[src/sv/pf_pkg.sv]
package pf_pkg;

  localparam int CODE_W   = 5;
  localparam int REG_ROWS = 5;
  localparam int REG_COLS = 5;
  localparam int ROW_W    = REG_COLS * CODE_W;
  localparam int CFG_IDX_W = 3;
  // row/column index width; covers square sides up to 8
  localparam int IDX_W    = 3;
  localparam int SIDE_DEFAULT = 5;

  typedef enum logic {
    OP_ENC = 1'b0,
    OP_DEC = 1'b1
  } op_e;

  typedef enum logic [1:0] {
    ST_OK   = 2'd0,
    ST_MISS = 2'd1,
    ST_SAME = 2'd2
  } status_e;

  typedef logic [REG_ROWS-1:0][REG_COLS-1:0][CODE_W-1:0] square_t;

  typedef struct packed {
    op_e               opcode;
    logic [CODE_W-1:0] first_letter;
    logic [CODE_W-1:0] second_letter;
  } pair_in_t;

  typedef struct packed {
    logic [CODE_W-1:0] out_first;
    logic [CODE_W-1:0] out_second;
    status_e           status;
  } pair_out_t;

  typedef struct packed {
    logic             found;
    logic [IDX_W-1:0] row;
    logic [IDX_W-1:0] col;
  } loc_t;

  // cells outside the register bits read as code 0
  function automatic logic [CODE_W-1:0] cell_read(input square_t sq,
                                                  input logic [IDX_W-1:0] r,
                                                  input logic [IDX_W-1:0] c);
    logic [CODE_W-1:0] v;
    v = '0;
    if ((int'(r) < REG_ROWS) && (int'(c) < REG_COLS)) begin
      v = sq[r][c];
    end
    return v;
  endfunction

endpackage

[src/sv/playfair_digraph_cipher.sv]
// Playfair digraph cipher over a configurable key square.
//
// Configuration: write cfg_wdata_i into row cfg_idx_i (0 top .. 4 bottom) of
// the key square while cfg_we_i is high; column 0 sits in the low five bits.
// Indexes past the last row are ignored. Write only while no pair is in flight.
//
// Input: a pair (opcode, first_letter, second_letter) is taken on every clock
// edge with start_i high; busy_o stays low, so a new pair may follow in every
// cycle. Two lookup lanes locate the letters in parallel, a merge stage
// applies the same-column, same-row or rectangle rule, or flags a missing letter or a shared cell.
//
// Output: done_o pulses for one cycle with the result on res_o, which passes
// the lane register, then the merge register. Throughput is one pair per
// cycle. The receiver cannot stall; done_o marks each result for one cycle
// only, and res_o holds it until the next result.
//
// Reset: rst_ni clears the key square to all zero codes and empties the
// pipeline; no result is pending after reset.
module playfair_digraph_cipher #(
  parameter int SQUARE_SIDE = pf_pkg::SIDE_DEFAULT
) (
  input  logic                         clk_i,
  input  logic                         rst_ni,
  input  logic                         cfg_we_i,
  input  logic [pf_pkg::CFG_IDX_W-1:0] cfg_idx_i,
  input  logic [pf_pkg::ROW_W-1:0]     cfg_wdata_i,
  input  logic                         start_i,
  input  pf_pkg::pair_in_t             in_i,
  output logic                         busy_o,
  output logic                         done_o,
  output pf_pkg::pair_out_t            res_o
);
  import pf_pkg::*;

  square_t  square_q;
  logic     s1_valid_q;
  pair_in_t s1_q;
  loc_t     loc_a, loc_b;
  logic     accept;

  assign busy_o = 1'b0;
  assign accept = start_i && !busy_o;

  always_ff @(posedge clk_i or negedge rst_ni) begin
    if (!rst_ni) begin
      square_q <= '0;
    end else if (cfg_we_i && (int'(cfg_idx_i) < REG_ROWS)) begin
      square_q[cfg_idx_i] <= cfg_wdata_i;
    end
  end

  always_ff @(posedge clk_i or negedge rst_ni) begin
    if (!rst_ni) begin
      s1_valid_q <= 1'b0;
    end else begin
      s1_valid_q <= accept;
    end
  end

  always_ff @(posedge clk_i) begin
    if (accept) begin
      s1_q <= in_i;
    end
  end

  pf_lane #(.SQUARE_SIDE(SQUARE_SIDE)) u_lane_a (
    .clk_i   (clk_i),
    .rst_ni  (rst_ni),
    .en_i    (accept),
    .square_i(square_q),
    .letter_i(in_i.first_letter),
    .loc_o   (loc_a)
  );

  pf_lane #(.SQUARE_SIDE(SQUARE_SIDE)) u_lane_b (
    .clk_i   (clk_i),
    .rst_ni  (rst_ni),
    .en_i    (accept),
    .square_i(square_q),
    .letter_i(in_i.second_letter),
    .loc_o   (loc_b)
  );

  pf_merge #(.SQUARE_SIDE(SQUARE_SIDE)) u_merge (
    .clk_i   (clk_i),
    .rst_ni  (rst_ni),
    .valid_i (s1_valid_q),
    .pair_i  (s1_q),
    .loc_a_i (loc_a),
    .loc_b_i (loc_b),
    .square_i(square_q),
    .done_o  (done_o),
    .res_o   (res_o)
  );

`ifndef SYNTHESIS
  a_latency: assert property (@(posedge clk_i) disable iff (!rst_ni)
    accept |=> ##1 done_o)
    else $error("result strobe missing two cycles after start");

  a_no_spurious: assert property (@(posedge clk_i) disable iff (!rst_ni)
    done_o |-> $past(s1_valid_q))
    else $error("result strobe without a transaction in flight");

  a_status_legal: assert property (@(posedge clk_i) disable iff (!rst_ni)
    done_o |-> (res_o.status == ST_OK || res_o.status == ST_MISS ||
                res_o.status == ST_SAME))
    else $error("illegal status code");

  a_passthrough: assert property (@(posedge clk_i) disable iff (!rst_ni)
    done_o && (res_o.status != ST_OK) |->
      (res_o.out_first == $past(s1_q.first_letter)) &&
      (res_o.out_second == $past(s1_q.second_letter)))
    else $error("pair not passed through on error status");
`endif

endmodule

[src/sv/pf_lane.sv]
module pf_lane #(
  parameter int SQUARE_SIDE = pf_pkg::SIDE_DEFAULT
) (
  input  logic                      clk_i,
  input  logic                      rst_ni,
  input  logic                      en_i,
  input  pf_pkg::square_t           square_i,
  input  logic [pf_pkg::CODE_W-1:0] letter_i,
  output pf_pkg::loc_t              loc_o
);
  import pf_pkg::*;

  logic [SQUARE_SIDE-1:0][SQUARE_SIDE-1:0] hit;
  logic [SQUARE_SIDE-1:0]                  row_any;
  loc_t loc_d, loc_q;

  for (genvar r = 0; r < SQUARE_SIDE; r++) begin : g_row
    for (genvar c = 0; c < SQUARE_SIDE; c++) begin : g_col
      if ((r < REG_ROWS) && (c < REG_COLS)) begin : g_cell
        assign hit[r][c] = (square_i[r][c] == letter_i);
      end else begin : g_none
        assign hit[r][c] = 1'b0;
      end
    end
    assign row_any[r] = |hit[r];
  end

  // first match in row-major order: lowest row, then lowest column in it
  always_comb begin
    loc_d = '0;
    loc_d.found = |row_any;
    for (int r = SQUARE_SIDE - 1; r >= 0; r--) begin
      if (row_any[r]) loc_d.row = IDX_W'(r);
    end
    for (int c = SQUARE_SIDE - 1; c >= 0; c--) begin
      if (hit[loc_d.row][c]) loc_d.col = IDX_W'(c);
    end
  end

  always_ff @(posedge clk_i or negedge rst_ni) begin
    if (!rst_ni) begin
      loc_q <= '0;
    end else if (en_i) begin
      loc_q <= loc_d;
    end
  end

  assign loc_o = loc_q;

endmodule

[src/sv/pf_merge.sv]
module pf_merge #(
  parameter int SQUARE_SIDE = pf_pkg::SIDE_DEFAULT
) (
  input  logic              clk_i,
  input  logic              rst_ni,
  input  logic              valid_i,
  input  pf_pkg::pair_in_t  pair_i,
  input  pf_pkg::loc_t      loc_a_i,
  input  pf_pkg::loc_t      loc_b_i,
  input  pf_pkg::square_t   square_i,
  output logic              done_o,
  output pf_pkg::pair_out_t res_o
);
  import pf_pkg::*;

  localparam logic [IDX_W-1:0] LAST = IDX_W'(SQUARE_SIDE - 1);

  function automatic logic [IDX_W-1:0] wrap_step(input logic [IDX_W-1:0] v,
                                                 input op_e op);
    logic [IDX_W-1:0] n;
    if (op == OP_DEC) begin
      n = (v == '0) ? LAST : v - IDX_W'(1);
    end else begin
      n = (v == LAST) ? '0 : v + IDX_W'(1);
    end
    return n;
  endfunction

  pair_out_t res_d, res_q;
  logic      done_q;

  always_comb begin
    res_d.out_first  = pair_i.first_letter;
    res_d.out_second = pair_i.second_letter;
    res_d.status     = ST_OK;
    if (!loc_a_i.found || !loc_b_i.found) begin
      res_d.status = ST_MISS;
    end else if ((loc_a_i.row == loc_b_i.row) && (loc_a_i.col == loc_b_i.col)) begin
      res_d.status = ST_SAME;
    end else if (loc_a_i.col == loc_b_i.col) begin
      res_d.out_first  = cell_read(square_i, wrap_step(loc_a_i.row, pair_i.opcode),
                                   loc_a_i.col);
      res_d.out_second = cell_read(square_i, wrap_step(loc_b_i.row, pair_i.opcode),
                                   loc_b_i.col);
    end else if (loc_a_i.row == loc_b_i.row) begin
      res_d.out_first  = cell_read(square_i, loc_a_i.row,
                                   wrap_step(loc_a_i.col, pair_i.opcode));
      res_d.out_second = cell_read(square_i, loc_b_i.row,
                                   wrap_step(loc_b_i.col, pair_i.opcode));
    end else begin
      // rectangle: swap columns
      res_d.out_first  = cell_read(square_i, loc_a_i.row, loc_b_i.col);
      res_d.out_second = cell_read(square_i, loc_b_i.row, loc_a_i.col);
    end
  end

  always_ff @(posedge clk_i or negedge rst_ni) begin
    if (!rst_ni) begin
      done_q <= 1'b0;
    end else begin
      done_q <= valid_i;
    end
  end

  always_ff @(posedge clk_i) begin
    if (valid_i) begin
      res_q <= res_d;
    end
  end

  assign done_o = done_q;
  assign res_o  = res_q;

endmodule

[config.mk]
export PLATFORM = sky130hd
export DESIGN_NAME = playfair_digraph_cipher
export DESIGN_NICKNAME = d
export VERILOG_FILES = /design/src/sv/pf_pkg.sv /design/src/sv/playfair_digraph_cipher.sv /design/src/sv/pf_lane.sv /design/src/sv/pf_merge.sv
export SDC_FILE = /design/constraint.sdc
export NUM_CORES = 1
export LEC_CHECK = 0
export BUFFER_PORTS_ARGS = -buffer_cell sky130_fd_sc_hd__buf_2
export CELL_PAD_IN_SITES_DETAIL_PLACEMENT = 1
export CELL_PAD_IN_SITES_GLOBAL_PLACEMENT = 2
export CORE_ASPECT_RATIO = 1.5
export CORE_MARGIN = 4
export CORE_UTILIZATION = 35
export DETAILED_ROUTE_END_ITERATION = 10
export GPL_TIMING_DRIVEN = 0
export PLACE_DENSITY_LB_ADDON = 0.3
export SLEW_MARGIN = 15
export SYNTH_ARGS = -nofsm -noshare
export SYNTH_HDL_FRONTEND = slang
export SYNTH_SLANG_ARGS = --single-unit
export TNS_END_PERCENT = 20
[constraint.sdc]
create_clock -name clk_i -period 6.9 [get_ports clk_i]
set_clock_uncertainty 0.15 [all_clocks]
set_input_delay 0.345 -clock clk_i [delete_from_list [all_inputs] [get_ports clk_i]]
set_output_delay 0.345 -clock clk_i [all_outputs]
set_load 0.01 [all_outputs]
; ---- Word level (Yosys, flattened, before mapping)
; Cells that the tools add are included.
[word_totals]
ff_bits = 164
latchBits = 0
ram_bits = 0
rom_bits = 0
inputBits = 43
out_inout_bits = 14
memories = 0
[classes]
n_addsub = 8
n_mul = 0
div = 0
order_cmp = 21
eq_ne = 56
n_shift = 0
n_mux = 84
bitwise = 0
reduce_logical = 28
[op_table]
columns = cell, count
row1 = binary-select mux 25 bit (select 3 bit), 4
row2 = equality test 5 bit, 50
row3 = two-way mux 3 bit, 46
row4 = bitwise mux 125 bit, 1
row5 = two-way mux 25 bit, 5
row6 = binary-select mux 5 bit (select 3 bit), 8
row7 = demux 25 bit (select 3 bit), 1
row8 = two-way mux 5 bit, 14
row9 = OR reduction 25 bit, 2
row10 = OR reduction 5 bit, 10
row11 = "< comparator 3 x 4 -> 1 bit, second input constant", 11
row12 = two-way mux 10 bit, 4
row13 = "< comparator 3 bit, second input constant", 9
row14 = "adder 3 x 1 -> 3 bit, second input constant", 4
row15 = "equality test 3 bit, second input constant", 4
row16 = zero test 3 bit, 4
row17 = "subtractor 3 x 1 -> 3 bit, second input constant", 4
row18 = logical AND 1 bit, 9
row19 = equality test 3 bit, 2
row20 = "greater-or-equal comparator 3 x 1 -> 1 bit, second input constant", 1
row21 = zero test 1 bit, 2
row22 = two-way mux 2 bit, 1
row23 = logical OR 1 bit, 1

; ---- Longest topological paths before layout
[depth]
ltp_word = 14
ltp_mapped = 15
depth_no_buf = 11

; ---- Cells and area by module
; A second synthesis with hierarchy kept.
[hier_totals]
cells_unflattened = 1811
hier_area_um2 = 16602.2
[modules_own_cells]
columns = module, n_inst, cells_per_inst, area_per_inst_um2, seq_area_each_um2
row1 = pf_merge, 1, 987, 7028.0, 385.4
row2 = playfair_digraph_cipher, 1, 282, 5099.9, 3483.3
row3 = pf_lane, 2, 271, 2237.1, 175.2

; ---- Worst setup path after synthesis
; No wires, ideal clock.
[synth_timing]
path_type = flip-flop to flip-flop
start = reg u_lane_b.loc_q (netlist bit u_lane_b.loc_o[3])
end = reg u_merge.res_q (netlist bit u_merge.res_o[6]), data pin
setup_ns = 0.265
arrival_ns = 3.714
slack_ns = 2.771
path_stages_with_launch = 13
n_path_buf = 3
period_less_slack_ns = 4.129
cell_sequence = dfrtp_1 buf_2 buf_1 clkbuf_1 inv_1 ha_1 mux2_2 mux2i_2 mux4_2 mux4_2 a211o_1 a32oi_1 o21ai_1
[synth_rtl]
columns = element, line_no
row1 = from (decl), pf_lane.sv:15  ; loc_t loc_d, loc_q;
row2 = from (signal assigned), pf_lane.sv:44  ; loc_q <= loc_d;
row3 = to (signal assigned), pf_merge.sv:67  ; res_q <= res_d;
row4 = to (decl), pf_merge.sv:29  ; pair_out_t res_d, res_q;

==> results.json <==
{
  "power.leakage_nw": 6.46,
  "slew_violations": 0,
  "wl_per_cell_um": 36.2,
  "clock-sinks": 164,
  "cp-start-kind": "flop",
  "h-tree-depth": 4,
  "rows": 93,
  "rsz0062_at_grt": "false",
  "syn_nets": 1541,
  "final_nets": 1646,
  "vias": 13880,
  "fin_cells": 2175,
  "ios": 57,
  "start_util": 0.353,
  "synth_top_area_cell": "dfrtp_1",
  "synth_ff_type": "dfrtp_1",
  "final_cell_mix": "dfrtp_1 (141), xnor2_1 (132), mux2_2 (131)",
  "routed_wl_mm": 78.6,
  "avgViaCountPerCell": 6.38,
  "dp_cells": 2112,
  "worst-path-max-fanout": 10,
  "layout_commonest_cell": "dfrtp_1",
  "async_reset_ff_frac": 0.860,
  "cts-resized-gates": 0,
  "die_x_um": 178,
  "first_pass_iters": 5,
  "first_iter_violations": 1451,
  "drv_cap": 0,
  "peakVddDrop_mv": 0.200,
  "fin_util": 0.399,
  "fin_crit_ns": 5.92,
  "dp.final_hpwl_mm": 60.7,
  "antenna_left": 0,
  "power_density_nw_per_um2": 466,
  "ys_types": 76,
  "coreArea_um2": 42900,
  "synth_cells": 1486,
  "outcome": "finished clean",
  "area_delta_synth_final_pct": 13.1,
  "antenna_found_initial": 2,
  "cp_data_arrival_time_ns": 6.01,
  "setup_slack_ns": 0.976,
  "min_path_type": "input port to flop",
  "cts_tree": "built",
  "gr-total-overflow": 0,
  "drc": 0,
  "synth.area.top_cells": "dfrtp_1 (23%), mux4_2 (13%), mux2_2 (9.7%)",
  "cts-root-buf": "clkbuf_16",
  "grtUsageTotal": 0.338,
  "hold_depth": 2,
  "seq_area_frac_synth": 0.278,
  "cts_made_buffers": 17,
  "slew_headroom": 0.245,
  "clk_pin_slew_worst_paths_ns": 0.08,
  "clock_latency_ns": 0.49,
  "reg2reg_depth": 14,
  "yosys.area.top_type_share": 0.233,
  "ys_ff_latch": 164,
  "dp_slack_ns": 1.12,
  "grt_first_pass_wirelength_mm": 111,
  "die_h_um": 263,
  "period_share": 0.858,
  "synth_area_um2": 15200,
  "die_area_um2": 46800,
  "critPathKind": "flop to flop",
  "crit_path_end_kind": "flop",
  "syn_avg_cell_area_um2": 10.2,
  "synth_edf_count": 23,
  "setup_tns_ns": 0,
  "hold_viol": 0,
  "grt_max_degree": 98,
  "clk_path_buf_depth": 2,
  "drive_above_1_share": 0.244,
  "synth_warnings": 0,
  "tightest_slew_ns": 1.13,
  "required_ns": 6.98,
  "fmax_mhz": 169,
  "finalSetupViolCount": 0,
  "gp_congestion": 0.983,
  "port_buffers": 54,
  "grt_pass1_vias": 14481
}
## sequential cells by signal, summed over array words and instances, names as in the netlist
| register | flops |
|---|---|
| square_q | 125 |
| s1_q | 11 |
| s1_valid_q | 1 |
| u_lane_b.loc_o | 7 |
| u_lane_a.loc_o | 7 |
| u_merge.res_o | 12 |
| u_merge.done_o | 1 |
## per-stage QoR
step / total power, mW / instance area (um2) / hold WS [ns]
after detailed placement: 6.79 / 16200 / 0.122
after floorplan: 4.92 / 15200 / -0.101
final: 7.98 / 17100 / 0.0190
after global routing: 8.31 / 17100 / 0.0245
after global placement: 6.70 / 16100 / 0.374
after CTS: 7.86 / 17100 / 0.000963
## routing by layer
layer | GRT usage | vias to the layer above | wire length, um
met3 | 0.0507 | 298 | 4920
met5 | 0 | - | 13
met2 | 0.533 | 746 | 36800
met4 | 0.280 | 2 | 8280
li1 | - | 5709 | -
met1 | 0.401 | 7125 | 28600
## kinds of logic after synthesis
kind of cell / synth area share
other: 0.000247
and+or+nand+nor: 0.107
xor gates and xnor gates: 0.150
buffers and inverters: 0.0577
muxes: 0.279
AOI/OAI and AO/OA: 0.118
adders and majority gates: 0.00991
DFF: 0.278
## layout make-up
class,instances,area [um2]
fillers,4771,25800
well taps,570,713
repair buffers,86,619
clock buffers,18,439
diodes,1,2.50
flip-flops and latches,164,4220
plain buffers,152,788
inverters,23,86.3
clock inverters,14,189
multi-input cells,1147,10100
## report_power, final
group | leakage (nW) | switching [mW] | internal, mW
Sequential | 1.93 | 0.495 | 1.23
Combinational | 4.22 | 3.10 | 2.12
Clock | 0.307 | 0.508 | 0.532
Total | 6.46 | 4.10 | 3.88
## final timing paths
kind / start / to / slack, ns
max reg2reg: u_lane_b.loc_o[3] / u_merge.res_o[3] / 0.98
min reg2reg: s1_q[4] / u_merge.res_o[6] / 0.45
min: cfg_wdata_i[9] / square_q[34] / 0.02
max: u_lane_b.loc_o[3] / u_merge.res_o[3] / 0.98
min in group asynchronous: rst_ni / square_q[21] / 0.20
max in group asynchronous: rst_ni / u_merge.done_o / 5.54
## worst max-delay path: stages (launching register included)
cell and delay [ns]:
dfrtp_1 0.35, buf_2 0.29, buf_1 0.64, clkbuf_1 0.71, inv_1 0.23, ha_1 0.35
mux2_2 0.31, mux2i_2 0.59, buf_2 0.48, buf_2 0.37, mux4_2 0.35, a22oi_1 0.42
o22ai_1 0.16, nand3_1 0.14, a21oi_1 0.09
## Yosys cell counts (4+ instances only)
cell type / instances
mux4_2: 89
a221oi_1: 30
o21ai_0: 39
edfxtp_1: 23
mux2_2: 131
o21bai_1: 8
buf_4: 12
nand2_1: 52
nand3_1: 64
nor4_1: 4
a22oi_1: 35
xor2_1: 127
nor2b_1: 11
o211ai_1: 11
dfrtp_1: 141
o22ai_1: 18
nor3_1: 66
clkinv_1: 5
and3_1: 4
clkbuf_1: 79
or3_1: 4
a221o_1: 7
nor2_1: 69
inv_1: 18
ha_1: 12
mux2i_1: 73
xnor2_1: 132
a211oi_1: 13
a21o_1: 4
buf_6: 10
and2_1: 7
a21oi_1: 52
buf_1: 13
buf_2: 32
nand2b_1: 14
o21ai_1: 4
nand4_1: 5
## what timing repair did
item	4_1_cts	5_1_grt
setup buffers	0	0
hold buffers	30	0
hold endpoints to repair	139	0
Note: power is estimated with default switching activity, not from simulation.
